[src/lzss_pkg.sv]
`timescale 1ns / 1ps

package lzss_pkg;

    // Defaults for the top-level parameters
    localparam int unsigned HISTORY_DEPTH_DEF = 4096;
    localparam int unsigned QUEUE_DEPTH_DEF   = 4;

    // Stream format
    localparam int unsigned START_BACKOFF = 18;   // write position starts this far below the top
    localparam int unsigned MIN_MATCH     = 3;
    localparam int unsigned MAX_RUN       = 18;   // longest reference: 15 + MIN_MATCH
    localparam int unsigned FLAG_BITS     = 8;
    localparam int unsigned OFFSET_W      = 12;   // offset field of a reference
    localparam int unsigned RUN_W         = $clog2(MAX_RUN + 1);
    localparam int unsigned LEN_W         = 32;   // output_length and byte counter

    // One command from the front end to the copy engine
    typedef struct packed {
        logic                is_copy;  // 0: literal, 1: copy from the ring
        logic [OFFSET_W-1:0] src;      // ring offset of the first copied byte
        logic [7:0]          lit;      // literal byte
        logic [RUN_W-1:0]    count;    // bytes to emit, 1 to MAX_RUN
        logic                done;     // last byte of this command ends the stream
    } t_cmd;

endpackage

[src/lzss_cmd_fifo.sv]
`timescale 1ns / 1ps

module lzss_cmd_fifo #(
    parameter int unsigned DEPTH = lzss_pkg::QUEUE_DEPTH_DEF   // 2 or more
) (
    input  logic           i_clk,
    input  logic           i_rst_n,
    input  logic           i_push,
    input  lzss_pkg::t_cmd i_cmd,
    output logic           o_full,
    output logic           o_valid,
    input  logic           i_pop,
    output lzss_pkg::t_cmd o_cmd
);
    import lzss_pkg::*;

    localparam int unsigned PW = $clog2(DEPTH);
    localparam int unsigned CW = $clog2(DEPTH + 1);

    t_cmd          r_slot [DEPTH];
    logic [PW-1:0] r_wr_ptr;
    logic [PW-1:0] r_rd_ptr;
    logic [CW-1:0] r_count;

    assign o_full  = (r_count == CW'(DEPTH));
    assign o_valid = (r_count != '0);
    assign o_cmd   = r_slot[r_rd_ptr];

    always_ff @(posedge i_clk) begin
        if (i_push) begin
            r_slot[r_wr_ptr] <= i_cmd;
        end
    end

    always_ff @(posedge i_clk) begin
        if (!i_rst_n) begin
            r_wr_ptr <= '0;
            r_rd_ptr <= '0;
            r_count  <= '0;
        end else begin
            if (i_push) begin
                r_wr_ptr <= (r_wr_ptr == PW'(DEPTH - 1)) ? '0 : r_wr_ptr + PW'(1);
            end
            if (i_pop) begin
                r_rd_ptr <= (r_rd_ptr == PW'(DEPTH - 1)) ? '0 : r_rd_ptr + PW'(1);
            end
            case ({i_push, i_pop})
                2'b10:   r_count <= r_count + CW'(1);
                2'b01:   r_count <= r_count - CW'(1);
                default: r_count <= r_count;
            endcase
        end
    end

    a_no_overflow: assert property (@(posedge i_clk) disable iff (!i_rst_n)
        i_push |-> (r_count != CW'(DEPTH)) || i_pop)
        else $error("push into full command queue");

endmodule

[config.mk]
export PLATFORM = sky130hd
export DESIGN_NAME = lzss_cmd_fifo
export DESIGN_NICKNAME = d
export VERILOG_FILES = /design/src/lzss_pkg.sv /design/src/lzss_cmd_fifo.sv
export SDC_FILE = /design/constraint.sdc
export NUM_CORES = 1
export LEC_CHECK = 0
export BUFFER_PORTS_ARGS = -buffer_cell sky130_fd_sc_hd__buf_2
export CELL_PAD_IN_SITES_DETAIL_PLACEMENT = 1
export CELL_PAD_IN_SITES_GLOBAL_PLACEMENT = 1
export CORE_UTILIZATION = 25
export DETAILED_ROUTE_END_ITERATION = 10
export GPL_ROUTABILITY_DRIVEN = 0
export PLACE_DENSITY_LB_ADDON = 0.1
export SLEW_MARGIN = 10
export SYNTH_ARGS = -nofsm -noshare
export SYNTH_HDL_FRONTEND = slang
export SYNTH_SLANG_ARGS = --single-unit
[constraint.sdc]
create_clock -name i_clk -period 2.1 [get_ports i_clk]
set_input_delay 0.105 -clock i_clk [delete_from_list [all_inputs] [get_ports i_clk]]
set_output_delay 0.105 -clock i_clk [all_outputs]
set_load 0.01 [all_outputs]
==> run_results.csv <==
group,metric,value,unit
pwr,leakagePower,2.007,nW
routing,vias_per_cell,4.061,
pwr,irDropWorstVdd,0.5466,mV
setup_path,cp-start-kind,"flip-flop",
finish,syn_to_final_growth,31.36,%
routing,wl,8754,um
clock_network,clock-sinks,117,
place,hpwl,5106,um
setup_path,rr_worst_depth,4,
timing,tns,0,ns
routing,avgRoutedWirePerCell,16.64,um
clock_network,clockBufferDepth,2,
timing,timing.final.crit_share,0.8995,
global_route,grt_pass1_wl,13620,um
pwr,power_density,960.4,nW/um2
run,cap_violations,0,
die,core_area,17240,um2
global_route,grtUsageTotal,0.1066,
timing,hold_ws,0.02046,ns
timing,max_slew_margin,0.7957,
finish,seqCellArea,3425,um2
timing,finalSetupViolations,0,
synthesis,yosysUniqueCellTypes,20,
setup_path,path_max_fanout,13,
routing,drc,0,
clock_network,clockRootBuffer,"clkbuf_16",
die,io_pins,60,
timing,rsz0062_at_grt,"no",
die,die_w,134.7,um
finish,drive_gt1_frac,0.3688,
global_route,antenna_found_initial,0,
die,start_util,0.2553,
synthesis,yosys.area.top_type,"edfxtp_1",
timing,skew,0.005332,ns
finish,diodes,0,
finish,final_cell_mix,"edfxtp_1 (108), buf_2 (59), dlygate4sd3_1 (27), mux4_2 (20), clkbuf_16 (17)",
setup_path,worstPathArrival,1.78,ns
synthesis,syn_nets,222,
place,dpl.cell_count,469,
run_status,status,"complete, no violations",
synthesis,syn_inst,184,
setup_path,reg2reg_from,"r_count[0]",
clock_network,clock_insertion_delay_worst_skew,0.40,ns
timing,fmax,0.5294,GHz
timing,worstMarginPinSlew,0.3064,ns
clock_network,postCtsSetupRepairBufs,0,
clock_network,cts-buffers-inserted,17,
routing,num_vias,2136,
setup_path,end_kind,"output port",
synthesis,ys_seq_area_frac,0.7779,
synthesis,yosys.area.top_type_share,0.7370,
setup_path,critPathRequiredTime,2.00,ns
finish,multiInputGateArea,902.1,um2
global_route,grt_max_degree,28,
global_route,use_met3,0.03041,
routing,ant_nets,0,
global_route,grt_use_met1,0.1246,
timing,fin_crit,1.889,ns
setup_path,critPathKind,"flip-flop to output port",
setup_path,reg2reg_slack,0.63,ns
routing,drtPass1Iterations,3,
global_route,use_met2,0.1761,
global_route,grt_pass1_vias,2443,
die,fp.dieH,134.7,um
global_route,overflow,0,
synthesis,synth_area_leaders,"edfxtp_1 (74%), mux4_2 (10%), mux4_1 (4.2%)",
global_route,gr-max-usage-layer,"met2",
timing,report.final.slew_viol_count,0,
routing,drt_iter0_drc,66,
finish,fillers,1707,
synthesis,synth-seq-cells,117,
setup_path,critical_path.endpoint,"o_cmd[18]",
clock_network,cts_tree,"yes",
synthesis,avgSynthCellArea,23.92,um2
setup_path,rr_endpoint,"r_count[2]",
clock_network,clkTransAtPathRegs,0.05,ns
place,io_buffers,59,
die,dieArea,18140,um2
finish,fin_nets,328,
synthesis,ys_warn_count,0,
timing,hold_viol,0,
clock_network,h-tree-depth,4,
synthesis,syn-cell-area,4400,um2
die,rows,48,
finish,final_cell_count_no_fill,526,
worst_hold_path,min_path_type,"primary input to flip-flop",
finish,layout_commonest_cell,"edfxtp_1",
## worst min path at each step
stage | from | end | slack, ns | depth (start not counted)
final | i_rst_n | r_count[0] | 0.02 | 2
after global routing | i_rst_n | r_wr_ptr[0] | 0.02 | 2
after CTS | i_rst_n | r_wr_ptr[1] | 0.02 | 2
after detailed placement | i_cmd[7] | r_slot[0][7] | 0.33 | 1
after global placement | i_cmd[4] | r_slot[1][4] | 0.32 | 1
after floorplan | i_cmd[0] | r_slot[0][0] | 0.20 | 0
## metal layers
| metal | vias up | part of all wire |
|---|---|---|
| met3 | 16 | 0.035 |
| li1 | 983 | - |
| met4 | 0 | 0.023 |
| met2 | 39 | 0.50 |
| met5 | - | 0 |
| met1 | 1098 | 0.45 |
## through the flow
stage	power, mW	setup WS (ns)	cell area, um2	util
after floorplan	2.998	0.4833	4400	-
after global placement	3.209	0.4997	5030	0.2918
after detailed placement	3.215	0.4965	5030	0.2918
after CTS	5.655	0.1551	5781	0.3354
after global routing	5.775	0.1068	5781	0.3354
final	5.552	0.2110	5781	0.3354
## logic make-up (layout without fill, tap and decap cells)
logic type	count (synthesis)	after routing	synth area share
buf+inv	9	126	0.01763
compound gates	4	4	0.005686
flops	117	117	0.7779
mux	30	30	0.1510
xor+xnor	2	2	0.003981
fa+ha+maj	7	7	0.02161
simple gates	15	15	0.02218
## layout make-up
cell class,instances,area share
tap,225,0.04870
inverter,3,0.001948
sequential,117,0.5924
timing repair buffer,93,0.1177
clock inverter,9,0.006926
multi-input combinational,58,0.1561
clock buffer,21,0.07619
## sequential cells by signal (all words and copies together) (netlist names), named ones only
| signal | cells |
|---|---|
| r_rd_ptr | 2 |
| r_count | 3 |
| r_wr_ptr | 2 |
| r_slot | 108 |
## synth_stat cells
master / instances
edfxtp_1: 108
mux4_2: 20
dfxtp_1: 9
mux4_1: 7
ha_1: 6
and2_1: 5
nor2b_1: 5
buf_2: 3
inv_1: 3
mux2i_1: 3
nor3b_1: 3
buf_12: 2
or3_1: 2
xnor2_1: 2
a21boi_0: 1
a21oi_1: 1
buf_6: 1
fa_1: 1
o21a_1: 1
o21ai_0: 1
## power breakdown
part           switching [mW]  total [mW]  internal (mW)
Clock                   0.906        2.36           1.46
Combinational           0.247       0.500          0.253
Sequential             0.0320        2.69           2.66
## worst max-delay path, stage by stage (launching register included)
cell     delay (ns)
dfxtp_2        0.32
buf_4          0.27
mux4_1         0.63
buf_2          0.16
## what timing repair did
action	4_1_cts	5_1_grt
resized for setup	0	0
hold buffers	27	0
endpoints found under the hold margin	108	0
Power figures use the tool's default switching activity.
