$ cat config.mk
export PLATFORM = sky130hd
export DESIGN_NAME = lzss_front
export DESIGN_NICKNAME = d
export VERILOG_FILES = /design/src/lzss_pkg.sv /design/src/lzss_front.sv
export SDC_FILE = /design/constraint.sdc
export NUM_CORES = 1
export LEC_CHECK = 0
export BUFFER_PORTS_ARGS = -buffer_cell sky130_fd_sc_hd__buf_2
export CORE_AREA = 2 2 129 118
export DETAILED_ROUTE_END_ITERATION = 16
export DIE_AREA = 0 0 131 120
export PLACE_DENSITY_LB_ADDON = 0.05
export SYNTH_ARGS = -nofsm -noshare
export SYNTH_HDL_FRONTEND = slang
export SYNTH_SLANG_ARGS = --single-unit
$ cat constraint.sdc
create_clock -name i_clk -period 10.3 [get_ports i_clk]
set_input_delay 1.545 -clock i_clk [delete_from_list [all_inputs] [get_ports i_clk]]
set_output_delay 1.545 -clock i_clk [all_outputs]
set_load 0.005 [all_outputs]
$ cat src/lzss_pkg.sv
`timescale 1ns / 1ps

package lzss_pkg;

    // Defaults for the top-level parameters
    localparam int unsigned HISTORY_DEPTH_DEF = 4096;
    localparam int unsigned QUEUE_DEPTH_DEF   = 4;

    // Stream format
    localparam int unsigned START_BACKOFF = 18;   // write position starts this far below the top
    localparam int unsigned MIN_MATCH     = 3;
    localparam int unsigned MAX_RUN       = 18;   // longest reference: 15 + MIN_MATCH
    localparam int unsigned FLAG_BITS     = 8;
    localparam int unsigned OFFSET_W      = 12;   // offset field of a reference
    localparam int unsigned RUN_W         = $clog2(MAX_RUN + 1);
    localparam int unsigned LEN_W         = 32;   // output_length and byte counter

    // One command from the front end to the copy engine
    typedef struct packed {
        logic                is_copy;  // 0: literal, 1: copy from the ring
        logic [OFFSET_W-1:0] src;      // ring offset of the first copied byte
        logic [7:0]          lit;      // literal byte
        logic [RUN_W-1:0]    count;    // bytes to emit, 1 to MAX_RUN
        logic                done;     // last byte of this command ends the stream
    } t_cmd;

endpackage

$ cat src/lzss_front.sv
`timescale 1ns / 1ps

module lzss_front (
    input  logic                     i_clk,
    input  logic                     i_rst_n,
    input  logic                     i_cfg_wr_en,
    input  logic [lzss_pkg::LEN_W-1:0] i_cfg_wr_data,
    input  logic                     i_valid,
    output logic                     o_ready,
    input  logic [7:0]               i_byte,
    output logic                     o_push,
    output lzss_pkg::t_cmd           o_cmd,
    input  logic                     i_full
);
    import lzss_pkg::*;

    logic [7:0]       r_flag_shift, n_flag_shift;
    logic [3:0]       r_flags_left, n_flags_left;
    logic             r_await, n_await;
    logic [7:0]       r_first, n_first;
    logic [LEN_W-1:0] r_sched, n_sched;
    logic [LEN_W-1:0] r_out_len;

    logic             accept;
    logic             stream_over;
    logic [LEN_W-1:0] rem;
    logic [RUN_W-1:0] run_len;
    logic [RUN_W-1:0] run_cut;

    assign o_ready     = !i_full;
    assign accept      = i_valid && !i_full;
    assign stream_over = (r_sched >= r_out_len);
    assign rem         = r_out_len - r_sched;
    assign run_len     = RUN_W'(i_byte[3:0]) + RUN_W'(MIN_MATCH);
    // clip the run where the stream ends
    assign run_cut     = (rem < LEN_W'(run_len)) ? rem[RUN_W-1:0] : run_len;

    always_comb begin
        n_flag_shift  = r_flag_shift;
        n_flags_left  = r_flags_left;
        n_await       = r_await;
        n_first       = r_first;
        n_sched       = r_sched;
        o_push        = 1'b0;
        o_cmd.is_copy = 1'b0;
        o_cmd.src     = {i_byte[7:4], r_first};
        o_cmd.lit     = i_byte;
        o_cmd.count   = RUN_W'(1);
        o_cmd.done    = (rem == LEN_W'(1));
        if (accept && !stream_over) begin
            if (r_flags_left == 4'd0) begin
                n_flag_shift = i_byte;
                n_flags_left = 4'(FLAG_BITS);
            end else if (r_flag_shift[0]) begin
                o_push       = 1'b1;
                n_sched      = r_sched + LEN_W'(1);
                n_flag_shift = r_flag_shift >> 1;
                n_flags_left = r_flags_left - 4'd1;
            end else if (!r_await) begin
                n_first = i_byte;
                n_await = 1'b1;
            end else begin
                o_push        = 1'b1;
                o_cmd.is_copy = 1'b1;
                o_cmd.count   = run_cut;
                o_cmd.done    = (rem <= LEN_W'(run_len));
                n_await       = 1'b0;
                n_sched       = r_sched + LEN_W'(run_cut);
                n_flag_shift  = r_flag_shift >> 1;
                n_flags_left  = r_flags_left - 4'd1;
            end
        end
    end

    always_ff @(posedge i_clk) begin
        if (!i_rst_n) begin
            r_flag_shift <= '0;
            r_flags_left <= '0;
            r_await      <= 1'b0;
            r_first      <= '0;
            r_sched      <= '0;
            r_out_len    <= '0;
        end else begin
            r_flag_shift <= n_flag_shift;
            r_flags_left <= n_flags_left;
            r_await      <= n_await;
            r_first      <= n_first;
            r_sched      <= n_sched;
            if (i_cfg_wr_en) begin
                r_out_len <= i_cfg_wr_data;
            end
        end
    end

    a_flags_range: assert property (@(posedge i_clk) disable iff (!i_rst_n)
        r_flags_left <= 4'(FLAG_BITS))
        else $error("flag counter out of range");

    a_cmd_count: assert property (@(posedge i_clk) disable iff (!i_rst_n)
        o_push |-> (o_cmd.count != '0) && (o_cmd.count <= RUN_W'(MAX_RUN)))
        else $error("command with bad byte count");

endmodule

==> metrics.yaml, run 1 <==
setup_path:
  path_class: "register to register"
  crit_chain: "inv_1 -> ha_1 -> nand2_1 -> o21ai_0 -> or4b_2 -> a21boi_0 -> nor3_1 -> xnor2_1 -> a211oi_2 -> and4_1 -> nand3_1 -> a21o_1 -> ha_1 -> fa_1 -> a21oi_1 -> nor2_1 -> nor2_1 -> nor2b_1 -> o2111ai_2 -> nor3_1 -> xnor2_1 -> and2_1"
  crit_family: "simple AND/OR/NAND/NOR gates"
  worstPathMaxFanout: 17
  critPathMaxStageDelay_ns: 0.66
  cp_slowest_cell: "or4b_2"
  reg2reg_from: "r_sched[13]"
  end_kind: "register"
  rr_endpoint: "r_sched[26]"
  r2r_slack_ns: 4.41
  crit_path_start_kind: "register"
  critPathArrivalTime_ns: 6.13
  critPathBufInv: 1
  crit_cells: 22
  worstRegToRegCells: 22
  required_ns: 10.54
placement:
  dp_cells: 1015
  gp_congestion: 0.9083
  place_hpwl_um: 13720
  io_buffers: 73
  dpl_cell_area_um2: 6745
synthesis:
  ys_types: 68
  syn_inst: 786
  synth.most_common_cell: "dfxtp_1"
  yosysTopAreaCellShare: 0.2678
  yosysWarnings: 0
  synth-seq-cells: 85
  synth_edf_count: 0
  synthTopCellsByArea: "dfxtp_1 27%, ha_1 8.5%, mux2i_1 6.8%"
  syn_area_um2: 6355
  synth_common_cells: "85 x dfxtp_1, 74 x nand2_1, 56 x inv_1"
  syn_nets: 876
  synth_ff_type: "dfxtp_1"
  yosysTopAreaCell: "dfxtp_1"
  ys_seq_area_frac: 0.2678
  ys_async_sr_fraction: 0
  avgSynthCellArea_um2: 8.085
flow_run:
  maxCapViolations: 0
routing:
  wl_per_cell_um: 16.98
  ant_nets: 0
  drcViolationCount: 0
  via_count: 5826
  drtIter0Drc: 441
  drt_wl_total_um: 17490
  firstDrtPassIters: 5
  routed_via_density: 5.656
clock_tree:
  cts_root_buf: "clkbuf_16"
  clkSinkCount: 85
  cts_resized: 0
  cts-htree-levels: 3
  hold_buffers: 0
  numCtsBuffers: 9
  clk_latency_ns: 0.35
  cts_tree: "yes"
  cts_buffer_depth: 2
  cts_setup_buffers: 0
  path_clk_slew_ns: 0.07
timing:
  slew_headroom: 0.3597
  finalHoldViolCount: 0
  fmax_mhz: 169.8
  rsz0062_at_grt: "false"
  slew_viol_final: 0
  worst_slew_pin_slew_ns: 0.9604
  setup_viol: 0
  clock_skew_ns: 0.008145
  fin_crit_sh: 0.5716
  finalSetupTns_ns: 0
  holdWs_ns: 0.4942
  fin_crit_ns: 5.888
finish:
  stdcell_area_um2: 7010
  areaGrowthSynthToFinish_pct: 10.32
  nets: 918
  insertedDiodeCount: 0
  instances_no_fill: 1030
  drive_gt1_frac: 0.1370
power_and_ir_drop:
  power_per_cell_area_nw_per_um2: 128.7
  p_leak_nw: 3.056
  ir_drop_uv: 79.53
grt:
  antenna_found_initial: 0
  grt_pass1_wl_um: 28370
  grt_max_degree: 71
  track_usage: 0.2308
  grt_pass1_vias: 5473
  gr-total-overflow: 0
worst_hold_path:
  worst_hold_path.endpoint: "r_sched[3]"
  hp-class: "register to register"
  min_from: "r_sched[3]"
  min_path_cells: 2
outcome:
  status: "complete, no violations"
floorplan:
  dieHeight_um: 120
  dieArea_um2: 15720
  fp-row-count: 42
  core_region_area_um2: 14450
  io_pins: 74
  start_util: 0.4397
  die_w_um: 131
-- layout make-up --
class / count / area (µm²)
multi-input cells: 600 / 4198
flip-flops and latches: 85 / 1702
repair buffers: 76 / 387.9
clock inverters: 5 / 36.28
fillers: 1426 / 7441
clock buffers: 10 / 229.0
well taps: 198 / 247.7
inverters: 56 / 210.2
-- metrics by stage --
| step | setup WS [ns] | total power, mW | util |
|---|---|---|---|
| floorplan | 5.106 | 0.5367 | - |
| global placement | 4.474 | 0.6014 | 0.4668 |
| detailed placement | 4.369 | 0.6005 | 0.4668 |
| CTS | 4.478 | 0.9104 | 0.4851 |
| global route | 4.005 | 0.9541 | 0.4851 |
| finish | 4.412 | 0.9025 | 0.4851 |
-- placed cells by master, fill, tap and decap left out, types with 8 or more instances in the layout --
cell type and n:
and3_1 14, a21boi_0 14, and2_1 27, nor3_1 13, nand3_1 32, nor2_1 33, o21ai_0 29, mux2i_1 43
buf_2 73, nand4_1 19, inv_1 56, dfxtp_1 85, clkbuf_16 9, o211a_1 10, xor2_1 12, o211ai_1 8
xnor2_1 32, a21oi_1 33, nand2_1 74, a21o_1 8, nor2b_1 46, ha_1 43, o21a_1 13
-- worst register-to-register path: stages, from the launching register on --
cell	delay, ns
dfxtp_1	0.43
inv_1	0.07
ha_1	0.49
nand2_1	0.11
o21ai_0	0.39
or4b_2	0.66
a21boi_0	0.23
nor3_1	0.10
xnor2_1	0.14
a211oi_2	0.24
and4_1	0.41
nand3_1	0.17
a21o_1	0.19
ha_1	0.21
fa_1	0.42
a21oi_1	0.17
nor2_1	0.06
nor2_1	0.15
nor2b_1	0.08
o2111ai_2	0.60
nor3_1	0.17
xnor2_1	0.16
and2_1	0.15
-- flip-flops by register name (all words and copies together), names as in the netlist --
register	count
r_out_len	32
r_sched	32
r_first	8
r_flag_shift	8
r_flags_left	4
r_await	1
-- how the worst max path moves through the flow --
| stage | slack, ns | to | from |
|---|---|---|---|
| 3_3_place_gp | 4.47 | r_sched[28] | i_byte[0] |
| 4_1_cts | 4.48 | r_sched[26] | r_sched[13] |
| 6_report | 4.41 | r_sched[26] | r_sched[13] |
| 2_1_floorplan | 5.11 | r_sched[26] | i_byte[0] |
| 5_1_grt | 4.01 | r_sched[23] | r_sched[13] |
| 3_5_place_dp | 4.37 | r_sched[26] | i_byte[0] |
-- routing by layer --
layer  vias up  wire [µm]  GRT usage
met3        28       1008    0.04325
met2       199       7873     0.3517
li1       2856          -          -
met1      2743       8311     0.3319
met4         0        300    0.06316
met5         -          0          0
-- report_power, final --
group          internal (mW)  switching, mW
Sequential             0.340        0.00849
Clock                  0.164          0.142
Combinational         0.0981          0.150
Total                  0.602          0.300
-- cells by family (layout without fill, tap and decap cells) --
family,Yosys count,count (layout),synth area share
and+or+nand+nor,293,293,0.2451
AOI/OAI and AO/OA,175,175,0.1961
buffers and inverters,101,147,0.07167
DFF,85,85,0.2678
adders and majority gates,45,45,0.09096
xor gates and xnor gates,44,44,0.06064
muxes,43,43,0.06773
(Power assumes the default switching activity.)
==> run 2: changes to the inputs <==
Settings changed: ABC_AREA set to 1, CORE_AREA 2 2 129 118 to 2 2 136 125, DIE_AREA 0 0 131 120 to 0 0 138 127.
Clock period 10.3 ns to 6.1 ns, I/O delays scaled along.
==> run 2 against run 1 <==
Final cell count is 40% higher. Hold slack worse by 0.052 ns. Worst setup slack got worse by 3.2 ns. Global-route usage rose by 0.61 points. Sequential share of layout area decreased by 2.6 points. Maximum frequency up 19%. Critical path type unchanged. Critical endpoint is now r_sched[29]. Largest cell class unchanged. Largest power group unchanged. Highest routed layer unchanged.
==> metrics.yaml, run 2 <==
finish:
  final_common_cell: "nand2_1"
  insertedDiodeCount: 0  # unchanged
  final_core_util: 0.4910  # +0.005879
  mostFrequentLayoutCells: "313 x nand2_1, 198 x inv_1, 151 x nor2_1"
  nets: 1321  # +44%
  stdcell_area_um2: 7839  # +12%
  areaGrowthSynthToFinish_pct: 10.34  # about the same
  biggestRegsByFlops: "r_out_len: 32 flops, r_sched: 32 flops"
  drive_gt1_frac: 0.1311  # -0.005951
setup_path:
  required_ns: 6.34  # -4.20 ns
  crit_path_start_kind: "register"
  critPathMaxStageDelay_ns: 0.40  # -0.26 ns
  r2r_slack_ns: 1.17  # -3.24 ns
  cp_common_cell: "a21oi_1"
  end_kind: "register"
  cp_slowest_cell: "ha_1"
  critPathArrivalTime_ns: 5.17  # -0.96 ns
  path_class: "register to register"
  reg2reg_from: "r_sched[2]"
  worstPathMaxFanout: 6  # -11
  rr_endpoint: "r_sched[29]"
  crit_end: "r_sched[29]"
  critPathLaunch: "r_sched[2]"
  worstRegToRegCells: 27  # +23%
placement:
  place_hpwl_um: 16360  # +19%
  dpl_cell_area_um2: 7538  # +12%
  io_buffers: 73  # unchanged
  gp_congestion: 0.9201  # +1.3%
grt:
  grt_pass1_wl_um: 33220  # +17%
  grt_max_degree: 66  # -7.0%
  gr-total-overflow: 0  # unchanged
  antenna_found_initial: 0  # unchanged
  grt_pass1_vias: 6432  # +18%
  track_usage: 0.2369  # +0.006065
synthesis:
  avgSynthCellArea_um2: 6.026  # -25%
  syn_nets: 1269  # +45%
  synth_common_cells: "313 x nand2_1, 198 x inv_1, 151 x nor2_1"
  yosysTopAreaCellShare: 0.2395  # -0.02825
  synth-seq-cells: 85  # unchanged
  synthTopCellsByArea: "dfxtp_1 24%, nand2_1 17%, inv_1 10%"
  ys_seq_area_frac: 0.2395  # -0.02825
  syn_area_um2: 7104  # +12%
  yosysWarnings: 0  # unchanged
  ys_async_sr_fraction: 0  # unchanged
  synth_ff_type: "dfxtp_1"
  ys_types: 44  # -35%
  synth_edf_count: 0  # unchanged
  syn_inst: 1179  # +50%
  synth.most_common_cell: "nand2_1"
  yosysTopAreaCell: "dfxtp_1"
timing:
  finalSetupTns_ns: 0  # unchanged
  fin_crit_sh: 0.8078  # +0.2362
  holdWs_ns: 0.4421  # -0.05209 ns
  worst_slew_pin_slew_ns: 0.8014  # -0.1590 ns
  fmax_mhz: 202.9  # +19%
  finalHoldViolCount: 0  # unchanged
  rsz0062_at_grt: "false"
  fin_crit_ns: 4.928  # -0.9601 ns
  clock_skew_ns: 0.01419  # +0.006048 ns
  setup_viol: 0  # unchanged
  slew_viol_final: 0  # unchanged
  slew_headroom: 0.4651  # +0.1054
routing:
  drtIter0Drc: 460  # +4.3%
  via_count: 6980  # +20%
  wl_per_cell_um: 13.99  # -18%
  drt_wl_total_um: 20190  # +15%
  ant_nets: 0  # unchanged
  firstDrtPassIters: 5  # unchanged
  routed_via_density: 4.837  # -14%
  drcViolationCount: 0  # unchanged
floorplan:
  die_w_um: 138  # +5.3%
  dieArea_um2: 17530  # +11%
  start_util: 0.4450  # +0.005244
  core_region_area_um2: 15970  # +10%
  fp-row-count: 44  # +4.8%
  dieHeight_um: 127  # +5.8%
  io_pins: 74  # unchanged
clock_tree:
  cts-htree-levels: 3  # unchanged
  path_clk_slew_ns: 0.08  # about the same
  clkSinkCount: 85  # unchanged
  cts_setup_buffers: 0  # unchanged
  cts_buffer_depth: 2  # unchanged
  numCtsBuffers: 9  # unchanged
  cts_resized: 0  # unchanged
  clk_latency_ns: 0.37  # +0.02 ns
  cts_root_buf: "clkbuf_16"
  cts_tree: "yes"
  hold_buffers: 0  # unchanged
worst_hold_path:
  hp-class: "register to register"
  min_path_cells: 2  # unchanged
power_and_ir_drop:
  ir_drop_uv: 191.7  # +140%
  p_leak_nw: 3.969  # +30%
  power_per_cell_area_nw_per_um2: 212.2  # +65%
flow_run:
  maxCapViolations: 0  # unchanged
outcome:
  status: "complete, no violations"
[run 2: how the worst min path moves through the flow]
stage | startpoint | endpoint
floorplan | r_sched[7] | r_sched[7]
global placement | r_first[1] | r_first[1]
detailed placement | r_first[7] | r_first[7]
CTS | r_first[7] | r_first[7]
global route | r_first[4] | r_first[4]
finish | r_first[6] | r_first[6]
[run 2: worst max-delay path: cells and delay by family, from the launching register on]
kind	cells	cell delay, ns
buffers and inverters	3	0.19
adders and majority gates	3	1.09
DFF	1	0.36
xor gates and xnor gates	1	0.32
AOI/OAI and AO/OA	8	0.96
and+or+nand+nor	12	1.88
[run 2: cells by family (layout without fill, tap and decap cells)]
family / count (synthesis) / after routing / share of synthesized area
simple gates: 628 / 628 / 0.3977
compound gates: 153 / 153 / 0.1136
xor+xnor: 21 / 21 / 0.02589
flops: 85 / 85 / 0.2395
buf+inv: 247 / 304 / 0.1420
fa+ha+maj: 45 / 45 / 0.08137
[run 2: stage by stage]
stage	std cells	power, mW	setup WS (ns)
global route	1443	1.775	0.6202
detailed placement	1427	1.097	1.241
global placement	1427	1.095	1.334
finish	1443	1.664	1.172
floorplan	1179	0.9766	1.993
CTS	1443	1.678	1.206
[run 2: layout make-up]
class / instances / area, µm²
clock inverter: 5 / 57.56
multi-input combinational: 847 / 4394
fill: 1775 / 8127
sequential: 85 / 1702
inverter: 212 / 795.8
timing repair buffer: 76 / 387.9
tap: 207 / 259.0
clock buffer: 11 / 242.7
[run 2: power breakdown]
group	internal, mW	switching, mW
logic	0.172	0.324
registers	0.577	0.0147
clock network	0.330	0.247
total	1.08	0.585
[run 2: layer usage]
| metal | part of all wire | global-route usage | up-vias |
|---|---|---|---|
| met3 | 0.051 | 0.04010 | 15 |
| met2 | 0.43 | 0.3786 | 165 |
| met4 | 0.014 | 0.05102 | 0 |
| met1 | 0.51 | 0.3373 | 3003 |
| met5 | 0 | 0 | - |
| li1 | - | - | 3797 |
